$ cat config.mk
export PLATFORM = sky130hd
export DESIGN_NAME = cstp_ctrl
export DESIGN_NICKNAME = d
export VERILOG_FILES = /design/src/rtl/cstp_pkg.sv /design/src/rtl/cstp_ctrl.sv
export SDC_FILE = /design/constraint.sdc
export NUM_CORES = 1
export LEC_CHECK = 0
export BUFFER_PORTS_ARGS = -buffer_cell sky130_fd_sc_hd__buf_2
export CAP_MARGIN = 20
export CORE_MARGIN = 10
export CORE_UTILIZATION = 34
export DETAILED_ROUTE_END_ITERATION = 8
export SYNTH_ARGS = -nofsm -noshare
export SYNTH_HDL_FRONTEND = slang
export SYNTH_SLANG_ARGS = --single-unit
$ cat constraint.sdc
create_clock -name clk -period 4.59 [get_ports clk]
set_clock_uncertainty 0.1 [all_clocks]
set_input_delay 0.918 -clock clk [delete_from_list [all_inputs] [get_ports clk]]
set_output_delay 0.918 -clock clk [all_outputs]
set_load 0.01 [all_outputs]
$ cat src/rtl/cstp_pkg.sv
// ---------------------------------------------------------------------------
// cstp_pkg
// Shared types and codes for the call stack time profiler.
// ---------------------------------------------------------------------------
package cstp_pkg;

  localparam logic [1:0] REQ_ENTER = 2'd0;
  localparam logic [1:0] REQ_EXIT  = 2'd1;
  localparam logic [1:0] REQ_READ  = 2'd2;

  localparam logic [1:0] ST_OK       = 2'd0;
  localparam logic [1:0] ST_OVERFLOW = 2'd1;
  localparam logic [1:0] ST_MISMATCH = 2'd2;

  typedef struct packed {
    logic [1:0]  req_type;
    logic [1:0]  thread_sel;
    logic [7:0]  region_id;
    logic [63:0] time_stamp;
  } in_item_t;

  typedef struct packed {
    logic [1:0]  status;
    logic [31:0] num_calls;
    logic [63:0] inclusive_total;
    logic [63:0] exclusive_total;
    logic [63:0] min_time;
    logic [63:0] max_time;
    logic [63:0] avg_time;
  } out_item_t;

  // controller to datapath
  typedef struct packed {
    logic load;      // capture input item, start memory reads
    logic clr_step;  // write one clearing row
    logic rd_stat;   // read stack top, then addressed and caller statistic rows
    logic update;    // compute and write back
    logic div_start;
  } cstp_cmd_t;

  // datapath to controller
  typedef struct packed {
    logic clr_done;
    logic div_busy;
  } cstp_sts_t;

endpackage

$ cat src/rtl/cstp_ctrl.sv
// ---------------------------------------------------------------------------
// cstp_ctrl
// Sequencer: clearing sweep, memory read phases, divide and output handshake.
// ---------------------------------------------------------------------------
module cstp_ctrl (
  input  logic                clk,
  input  logic                rst,
  input  logic                in_valid,
  output logic                in_stall,
  output logic                out_valid,
  input  logic                out_stall,
  input  cstp_pkg::cstp_sts_t sts,
  output cstp_pkg::cstp_cmd_t cmd
);
  import cstp_pkg::*;

  typedef enum logic [6:0] {
    S_CLEAR = 7'b0000001,
    S_IDLE  = 7'b0000010,
    S_TOP   = 7'b0000100,
    S_STAT  = 7'b0001000,
    S_UPD   = 7'b0010000,
    S_DIV   = 7'b0100000,
    S_OUT   = 7'b1000000
  } state_t;

  state_t state, state_next;
  logic   div_go;

  always_ff @(posedge clk) begin
    if (rst) state <= S_CLEAR;
    else     state <= state_next;
  end

  always_ff @(posedge clk) begin
    if (rst) div_go <= 1'b0;
    else     div_go <= (state == S_UPD);
  end

  always_comb begin
    state_next = state;
    unique case (state)
      S_CLEAR: if (sts.clr_done) state_next = S_IDLE;
      S_IDLE:  if (in_valid) state_next = S_TOP;
      S_TOP:   state_next = S_STAT;
      S_STAT:  state_next = S_UPD;
      S_UPD:   state_next = S_DIV;
      S_DIV:   if (!div_go && !sts.div_busy) state_next = S_OUT;
      S_OUT:   if (!out_stall) state_next = S_IDLE;
      default: state_next = S_IDLE;
    endcase
  end

  assign in_stall      = (state != S_IDLE);
  assign out_valid     = (state == S_OUT);
  assign cmd.load      = (state == S_IDLE) && in_valid;
  assign cmd.clr_step  = (state == S_CLEAR);
  assign cmd.rd_stat   = (state == S_TOP);
  assign cmd.update    = (state == S_UPD);
  assign cmd.div_start = div_go;

`ifndef SYNTH
  a_one_hot: assert property (@(posedge clk) disable iff (rst) $onehot(state))
    else $error("state not one-hot");
  a_no_accept_busy: assert property (@(posedge clk) disable iff (rst)
    cmd.load |-> !out_valid)
    else $error("accept while result pending");
  a_div_after_upd: assert property (@(posedge clk) disable iff (rst)
    cmd.update |=> cmd.div_start)
    else $error("divide not started");
`endif

endmodule
# Yosys cells after proc, flatten, opt, wreduce, memory -nomap -nowiden
# Cells that the tools add are included.
dict set report word_totals {
  in_bits 6
  regBits 8
  mem_bits_rw 0
  mem_count 0
  latchBits 0
  romBits 0
}
dict set report op_classes {
  n_shift 0
  bitwise_logic 0
  mul 0
  n_lt_le_gt_ge 0
  muxes 5
  reduce_logical 5
  n_eq_ne 12
  div_mod_pow 0
  addsub 0
}
# operator n
set op_table {}
lappend op_table {{$pmux W7 S7} 1}
lappend op_table {{$mux W7} 4}
lappend op_table {{$ne A2 B2 Y1 const B} 4}
lappend op_table {{$eq A7 B1 Y1 const B} 1}
lappend op_table {{$eq A7 B2 Y1 const B} 1}
lappend op_table {{$eq A7 B3 Y1 const B} 1}
lappend op_table {{$eq A7 B4 Y1 const B} 1}
lappend op_table {{$eq A7 B5 Y1 const B} 1}
lappend op_table {{$eq A7 B6 Y1 const B} 1}
lappend op_table {{$eq A7 B7 Y1 const B} 1}
lappend op_table {{$ne A7 B2 Y1 const B} 1}
lappend op_table {{$reduce_and A4 Y1} 1}
lappend op_table {{$logic_and A1 B1 Y1} 2}
lappend op_table {{$logic_not A1 Y1} 2}

# Longest topological paths before layout
# Gate-level depths: netlist of the first run.
dict set report logic_depth {
  word_depth 4
  ltp_mapped 5
}

# Worst setup path before layout of the first run
# OpenSTA, ideal clock, no wires.
dict set report synth_path {
  path_type {register to output}
  from {reg state[0]}
  to {out out_valid}
  n_path_buf 0
  slack_ps 2191
  t_required_ps 3572
  path_stages_with_launch 4
  arrival_ps 1381
  cell_sequence {dfxtp_1 or4_4 or2_4 nor3_1}
}
dict set report synth_via {
  elab_chain_len 1
}
# item line_no
set synth_rtl {}
lappend synth_rtl {{start: declaration} cstp_ctrl.sv:27} ;# state_t state, state_next;
lappend synth_rtl {{start signal: assignment} cstp_ctrl.sv:32} ;# else state <= state_next;
lappend synth_rtl {{$eq A7 B7 Y1} cstp_ctrl.sv:55} ;# assign out_valid = (state == S_OUT);
lappend synth_rtl {{end: declaration} cstp_ctrl.sv:10} ;# output logic out_valid,
# Every way passes these cells.

# Worst setup path in the final report of the first run
# Ends and elaborated chain as after synthesis.

==> flow_summary.yaml, run 1 <==
status:
  status: "finished clean"
finish:
  syn_to_final_growth_pct: 17.3
  n_antenna_cell: 0
  final_nets: 78
  drive_gt1_share_pct: 28.6
  final_common_cell: "buf_2"
  mostFrequentLayoutCells: "buf_2 (12), dfxtp_1 (8), nor3_1 (5)"
  fin_cells: 85
placement:
  dpl.cell_count: 82
  dpl.hpwl_um: 867
  numPortBuffers: 12
  pre_cts_ws_ps: 2140
  finalWeightedCongestion: 0.842
route:
  drc: 0
  wirelength_um: 1160
  wl_per_cell_um: 13.7
  dr.pass1.iters: 4
  antenna_left: 0
  drtIter0Drc: 10
  vias: 478
  via_per_inst: 5.62
clocking:
  hold_buffers: 0
  cts_made_buffers: 3
  cts.sinks: 8
  clock_path_buffers: 2
  clk_latency_ps: 250
  cts_tree: "done"
  clk_transition_reported_paths_ps: 50
  post_cts_buffers: 0
  cts_root_buf: "clkbuf_4"
  post_cts_resized: 0
  h-tree-depth: 1
synthesis:
  synth_edf_count: 0
  syn_area_um2: 478
  synth_ff_type: "dfxtp_1"
  yosysSeqAreaShare_pct: 33.5
  yosys_register_bits: 8
  synth-async-reset-ratio_pct: 0
  yosys_warnings: 0
  synthDistinctLibCells: 29
  syn_nets: 65
  syn_area_per_cell_um2: 8.10
  syn_inst: 59
setup_path:
  worst_path_max_delay_cell: "or4_4"
  start_kind: "register"
  arrival_ps: 1700
  slowest_delay_ps: 570
  worstPathCellList: "or4_4 > or2_4 > nor3_1 > buf_2"
  end_kind: "output pin"
  critical_path_required_ps: 3570
  critPathTopFamily: "simple AND/OR/NAND/NOR gates"
  cp.buffers_inverters: 1
  crit_type: "register to output pin"
  path_max_fanout: 8
pwr:
  peakVddDrop_mv: 0.203
  switchingPower_mw: 0.0421
  combPwrFrac_pct: 19.7
  leakage_nw: 0.229
  powerDensity_nw_per_um2: 286
  p_int_mw: 0.118
  sequentialPowerShare_pct: 48.6
  clockPowerShare_pct: 31.7
  swShare_pct: 26.3
timing:
  drv_slew: 0
  post-route-worst-setup-slack_ps: 1870
  period_share_pct: 59.2
  fmax_ghz: 0.368
  rsz0062_at_grt: "no"
  setup_tns_ps: 0
  worst_slew_pin_slew_ps: 479
  finalHoldViolCount: 0
  fin_crit_ps: 2720
  setup_viol: 0
  relSlewSlack_pct: 67.8
global_routing:
  antenna_found_initial: 0
  gr-total-overflow: 0
  grt_pass1_wl_um: 2090
  grt_max_degree: 12
  grt_pass1_vias: 496
  grt.total_usage_pct: 7.87
die:
  die_area_um2: 3310
  initial_utilization_pct: 36.3
  die_y_um: 57.5
  core_um2: 1320
  die_w_um: 57.5
  pin_count: 13
  rows: 13
job:
  maxCapViolCount: 0
min_path:
  min_path_type: "register to register"
[through the flow]
stage	total power, mW	util (%)	instance area (um2)	hold WS [ps]
floorplan	0.100	-	478	365
global placement	0.110	40.8	538	400
detailed placement	0.110	40.8	538	393
CTS	0.163	42.5	561	394
global route	0.175	42.5	561	459
finish	0.160	42.5	561	397
[path summary, 6_finish.rpt]
path | to | slack [ps] | from | cells after the start
setup reg to reg | state[6] | 2760 | state[0] | 4
setup / recovery | out_valid | 1870 | state[0] | 4
hold / removal | state[4] | 400 | state[3] | 2
hold reg to reg | state[4] | 400 | state[3] | 2
[tightest hold or removal path: cells and delay by family (launching register included)]
| kind | cells | cell delay [ps] |
|---|---|---|
| and+or+nand+nor | 2 | 110 |
| DFF | 1 | 350 |
[per-layer routing]
metal	wire (um)	vias to the layer above	part of all wire, %	global-route usage, %
met4	0	0	0	2.01
met3	92	0	7.9	5.31
met5	0	-	0	0
li1	-	239	-	-
met1	519	226	45	7.92
met2	552	13	47	13.0
[registers in the layout (all words and copies together), names as in the netlist]
signal  cells
state       7
div_go      1
[power groups by stage]
| stage | sequential [mW] | combinational, mW | clock, mW |
|---|---|---|---|
| after global routing | 0.0786 | 0.0354 | 0.0607 |
| after global placement | 0.0788 | 0.0313 | 0 |
| after floorplan | 0.0779 | 0.0224 | 0 |
| final | 0.0778 | 0.0315 | 0.0508 |
| after detailed placement | 0.0791 | 0.0312 | 0 |
| after CTS | 0.0776 | 0.0319 | 0.0538 |
[cell usage after synthesis, types with 2 or more instances]
cell type	instances	share of area (%)
o211ai_1	2	3.1
nor3b_1	2	3.1
nor2_1	4	3.1
nor4_1	3	3.9
nand3b_1	2	3.1
inv_1	4	3.1
nand4b_1	2	3.7
nor2b_1	2	2.6
dfxtp_1	8	34
nand2_1	2	1.6
o21ai_0	4	4.2
or3_2	2	3.1
nor3_1	5	5.2
clkbuf_1	2	1.6
[final cells by class]
cell class                      instances  area [um2]
Sequential cell                         8         160
Timing Repair Buffer                   12        60.1
Clock buffer                            3        22.5
Inverter                                4        15.0
Tap cell                               15        18.8
Multi-Input combinational cell         43         284
Fill cell                             133         757
[cell families (layout without fill, tap and decap cells)]
kind of cell	after synthesis	after routing	share of synthesized area, %
flops	8	8	33.5
compound gates	12	12	17.8
xor+xnor	1	1	1.83
buf+inv	8	19	7.07
simple gates	30	30	39.8
No activity file was read; power rests on OpenSTA's default activity.
==> inputs of run 2 (changes only) <==
--- a/config.mk
+++ b/config.mk
@@ -5,6 +5,7 @@
 export SDC_FILE = /design/constraint.sdc
 export NUM_CORES = 1
 export LEC_CHECK = 0
+export ABC_AREA = 1
 export BUFFER_PORTS_ARGS = -buffer_cell sky130_fd_sc_hd__buf_2
 export CAP_MARGIN = 20
 export CORE_MARGIN = 10
==> constraint.sdc (replaced) <==
create_clock -name clk -period 2.49 [get_ports clk]
set_clock_uncertainty 0.1 [all_clocks]
set_input_delay 0.498 -clock clk [delete_from_list [all_inputs] [get_ports clk]]
set_output_delay 0.498 -clock clk [all_outputs]
set_load 0.01 [all_outputs]
==> run 2 against run 1 <==
Setup slack worse by 1200 ps. Count of clock-buffer cells in the layout stayed put. Routed wire length down 12%. Global-route usage shrank 1.2 points. Cell count grew 24%. Utilization increased by 1.3 points. Synthesized area increased by 1.3%. Register-to-register slack got worse by 1500 ps. Non-clock buffer count stayed put. Sequential share of layout area is 0.87 points lower. Via count is 3.8% lower. Largest power group unchanged.
==> flow_summary.yaml, run 2 <==
placement:
  dpl_cell_area_um2: 556
  finalWeightedCongestion: 0.738
  numPortBuffers: 12
  dpl.hpwl_um: 886
clocking:
  cts_root_buf: "clkbuf_4"
  post_cts_buffers: 0
  h-tree-depth: 1
  cts.sinks: 8
  cts_tree: "done"
  cts_made_buffers: 3
  clock_path_buffers: 2
  post_cts_resized: 0
  hold_buffers: 0
  clk_latency_ps: 250
  clk_transition_reported_paths_ps: 60
finish:
  drive_gt1_share_pct: 37.8
  largest_register_ffs: 7
  n_fill_cell: 150
  multi_input_area_um2: 268
  mostFrequentLayoutCells: "nor2_1 (15), nand2_1 (13), buf_2 (12), inv_1 (10), dfxtp_1 (8)"
  final_nets: 98
  layout.area.seq_um2: 160
  n_antenna_cell: 0
  largest-register: "state"
  final_common_cell: "nor2_1"
  stdcell_area_um2: 578
  biggestRegsByFlops: "state x7, div_go x1"
  syn_to_final_growth_pct: 19.4
timing:
  finalHoldViolCount: 0
  worst_slew_pin_slew_ps: 207
  relSlewSlack_pct: 86.2
  drv_slew: 0
  rsz0062_at_grt: "no"
  fmax_ghz: 0.556
  fin_crit_ps: 1800
  whs_ps: 399
  setup_viol: 0
  period_share_pct: 72.2
  setup_tns_ps: 0
min_path:
  min_path_cells: 2
  worstHoldStart: "rst"
  holdPathEnd: "state[5]"
  min_path_type: "primary input to register"
synthesis:
  yosys_warnings: 0
  synth_top_area_share_pct: 33.1
  synthDistinctLibCells: 14
  synthTopCellsByCount: "nor2_1 (15), nand2_1 (13), inv_1 (10)"
  synth_ff_type: "dfxtp_1"
  synth_area_leaders: "dfxtp_1 (33%), nor2_1 (12%), nand2_1 (10%)"
  synth_top_cell_by_area: "dfxtp_1"
  syn_area_per_cell_um2: 6.37
  yosys_register_bits: 8
  yosysMostFrequentCell: "nor2_1"
  syn_nets: 82
  synth_edf_count: 0
  synth-async-reset-ratio_pct: 0
  yosysSeqAreaShare_pct: 33.1
  syn_inst: 76
  syn_area_um2: 484
global_routing:
  antenna_found_initial: 0
  grt_pass1_wl_um: 1820
  grt_pass1_vias: 438
  grt_max_degree: 7
  gr-total-overflow: 0
  grt.total_usage_pct: 6.65
setup_path:
  arrival_ps: 1200
  end_kind: "output pin"
  r2r_start: "state[6]"
  reg2reg_slack_ps: 1230
  critical_path_required_ps: 1890
  r2r_cells: 8
  crit_type: "register to output pin"
  start_kind: "register"
  reg2reg_to: "state[1]"
  path_max_fanout: 4
status:
  status: "finished clean"
die:
  pin_count: 13
  initial_utilization_pct: 36.8
  rows: 13
  die_area_um2: 3330
  die_w_um: 57.7
  die_y_um: 57.7
  core_um2: 1320
route:
  drc: 0
  wl_per_cell_um: 9.76
  vias: 460
  drtIter0Drc: 4
  antenna_left: 0
  dr.pass1.iters: 4
  via_per_inst: 4.38
  wirelength_um: 1030
job:
  maxCapViolCount: 0
pwr:
  powerDensity_nw_per_um2: 531
  leakage_nw: 0.303
  peakVddDrop_mv: 0.237
==> run 2: cell count changes in the layout (fill, tap and decap cells not counted), sizes merged, moves of 2 or more <==
cell / previous run / this run
or3: 3 / 0
nand4b: 2 / 0
nor2: 4 / 23
nor4: 3 / 0
nor3b: 2 / 0
nand2: 2 / 18
nor2b: 2 / 0
o21ai: 4 / 0
inv: 4 / 13
nand3: 0 / 6
nand3b: 2 / 0
o211ai: 2 / 0
==> run 2: through the flow <==
stage	setup WS, ps	power (mW)	utilization, %	instances
floorplan	997	0.192	-	76
global route	552	0.328	43.9	105
finish	692	0.307	43.9	105
detailed placement	958	0.211	42.2	102
CTS	674	0.311	43.9	105
global placement	963	0.211	42.2	102
==> run 2: worst max-delay path, cell delays in order (launching register included) <==
cell	delay, ps
dfxtp_1	350
inv_2	60
nand2_2	60
nor2_2	140
nand2_1	120
nor2_1	90
buf_2	130
==> run 2: cells by family after synthesis <==
kind of cell | Yosys count | share of synthesized area, %
flops | 8 | 33.1
simple gates | 53 | 54.3
buf+inv | 14 | 11.6
compound gates | 1 | 1.03
==> run 2: metal layers <==
metal	part of all wire [%]	routed length (um)	GRT usage, %	vias to the layer above
li1	-	-	-	259
met5	0	0	0	-
met3	3.5	36	2.40	2
met2	50	516	10.4	6
met4	0.98	10	4.03	0
met1	45	460	7.47	193
==> run 2: cell type report <==
cell class / instances / share of cell area (%)
multi-input combinational: 54 / 46.3
clock buffer: 3 / 3.90
sequential: 8 / 27.7
inverter: 13 / 8.44
timing repair buffer: 12 / 10.4
tap: 15 / 3.25
==> run 2: report_power, final <==
part	internal, mW	switching, mW	total (mW)
clock network	0.0552	0.0445	0.0997
registers	0.134	0.00694	0.141
logic	0.0252	0.0407	0.0659
total	0.215	0.0921	0.307
==> run 2: worst max-delay path by stage <==
stage | start | end | slack (ps) | cells after the start
floorplan | state[4] | cmd[4] | 1000 | 5
global placement | state[3] | cmd[4] | 960 | 6
detailed placement | state[1] | cmd[4] | 960 | 5
CTS | state[1] | cmd[4] | 670 | 5
global route | state[2] | cmd[4] | 550 | 6
finish | state[5] | cmd[4] | 690 | 6
==> inputs of run 3 (changes only) <==
==> constraint.sdc (replaced) <==
create_clock -name clk -period 1.6 [get_ports clk]
set_clock_uncertainty 0.1 [all_clocks]
set_input_delay 0.32 -clock clk [delete_from_list [all_inputs] [get_ports clk]]
set_output_delay 0.32 -clock clk [all_outputs]
set_load 0.01 [all_outputs]
==> run 3 against run 2 <==
Sequential share of layout area down 2.8 points. Largest power group unchanged. Cell count grew 3.8%. Die area did not move. Routed wire length increased by 14%. Largest cell class unchanged. Count of clock-buffer cells in the layout unchanged. Combinational power increased by 82%. Non-clock buffer count increased by 4. Clock power increased by 55%.
==> flow_summary.yaml, run 3 (synthesis results as in run 2) <==
status:
  status: "finished clean"
route:
  drtIter0Drc: 4
  antenna_left: 0
  wirelength_um: 1170
  wl_per_cell_um: 10.8
  drc: 0
  vias: 493
  dr.pass1.iters: 4
  via_per_inst: 4.52
setup_path:
  critical_path_required_ps: 1180
  path_max_fanout: 4
  cp.buffers_inverters: 2
  slowest_delay_ps: 370
  critPathTopFamily: "simple AND/OR/NAND/NOR gates"
  worst_path_max_delay_cell: "dfxtp_4"
  crit_type: "register to output pin"
  end_kind: "output pin"
  start_kind: "register"
  arrival_ps: 1170
  worstPathCellList: "inv_4 > nand2_4 > nor2_4 > nand2_2 > nor2_1 > buf_2"
die:
  die_y_um: 57.7
  die_area_um2: 3330
  initial_utilization_pct: 36.8
  rows: 13
  pin_count: 13
  die_w_um: 57.7
  core_um2: 1320
placement:
  dpl.cell_count: 102
  dpl.hpwl_um: 886
  dpl_cell_area_um2: 556
  finalWeightedCongestion: 0.738
  numPortBuffers: 12
finish:
  final_nets: 102
  largest_register_ffs: 7
  biggestRegsByFlops: "state x7, div_go x1"
  syn_to_final_growth_pct: 39.0
  final_common_cell: "nor2_1"
  fin_cells: 109
  n_antenna_cell: 0
  drive_gt1_share_pct: 52.1
  multi_input_area_um2: 320
  layout.area.seq_um2: 168
  stdcell_area_um2: 673
  largest-register: "state"
  mostFrequentLayoutCells: "nor2_1 (14), buf_2 (12), nand2_1 (11), inv_1 (8), nor2_4 (7)"
  n_fill_cell: 144
timing:
  fin_crit_ps: 1590
  setup_tns_ps: 0
  finalHoldViolCount: 0
  period_share_pct: 99.6
  fmax_ghz: 0.628
  worst_slew_pin_slew_ps: 157
  drv_slew: 0
  relSlewSlack_pct: 89.5
  rsz0062_at_grt: "yes"
  setup_viol: 0
clocking:
  clock_path_buffers: 2
  cts_made_buffers: 3
  h-tree-depth: 1
  clk_latency_ps: 250
  clk_transition_reported_paths_ps: 60
  cts.sinks: 8
  cts_root_buf: "clkbuf_4"
  cts_tree: "done"
global_routing:
  gr-total-overflow: 0
  antenna_found_initial: 0
  grt_pass1_wl_um: 1830
  grt_pass1_vias: 444
  grt.total_usage_pct: 6.69
  grt_max_degree: 7
job:
  maxCapViolCount: 0
pwr:
  powerDensity_nw_per_um2: 740
  leakage_nw: 0.335
  fin_total_pwr_mw: 0.498
  peakVddDrop_mv: 0.386
min_path:
  min_path_type: "primary input to register"
[run 3: cell count changes in the layout (fill, tap and decap cells not counted)]
cell / before / now
inv_4: 0 / 2
nor3_2: 0 / 2
inv_1: 10 / 8
buf_4: 0 / 4
nand2_4: 0 / 1
nor2_1: 15 / 14
dfxtp_4: 0 / 1
nand2_1: 13 / 11
nand2_2: 5 / 6
nor2_2: 7 / 2
nor2_4: 1 / 7
dfxtp_2: 0 / 3
nor3_1: 5 / 3
dfxtp_1: 8 / 4
[run 3: cell type report]
cell class	count	share of cell area [%]
Multi-Input combinational cell	54	47.6
Inverter	13	7.99
Timing Repair Buffer	16	13.4
Sequential cell	8	24.9
Tap cell	15	2.79
Clock buffer	3	3.35
[run 3: final timing paths]
| kind | cells past startpoint | slack [ps] | to | startpoint |
|---|---|---|---|---|
| setup / recovery | 6 | 6 | cmd[4] | state[5] |
| hold / removal | 2 | 220 | state[5] | rst |
| setup reg to reg | 9 | 280 | state[6] | state[5] |
| hold reg to reg | 2 | 450 | state[1] | state[1] |
[run 3: per-layer routing]
metal	vias up	share of wire (%)	track usage (%)
met5	-	0	0
met2	6	53	10.7
met4	0	0.94	4.03
met3	2	3.4	2.40
met1	218	42	7.35
li1	267	-	-
[run 3: metrics by stage]
| step | hold slack (ps) | util, % | setup slack [ps] |
|---|---|---|---|
| floorplan | 289 | - | 285 |
| global placement | 448 | 42.2 | 251 |
| detailed placement | 438 | 42.2 | 246 |
| CTS | 220 | 44.5 | 4.45 |
| global route | 227 | 51.1 | -66.4 |
| finish | 216 | 51.1 | 6.49 |
[run 3: repair_timing]
| item | 4_1_cts | 5_1_grt |
|---|---|---|
| pin swaps | 1 | 7 |
| hold buffers | 0 | 0 |
| gates resized for setup | 3 | 18 |
| buffers inserted | 0 | 4 |
| endpoints found under the setup margin | 1 | 6 |
[run 3: power breakdown]
part / leakage [nW] / switching (mW) / internal (mW)
Clock: 0.0138 / 0.0688 / 0.0859
Combinational: 0.254 / 0.0724 / 0.0476
Sequential: 0.0672 / 0.0147 / 0.209
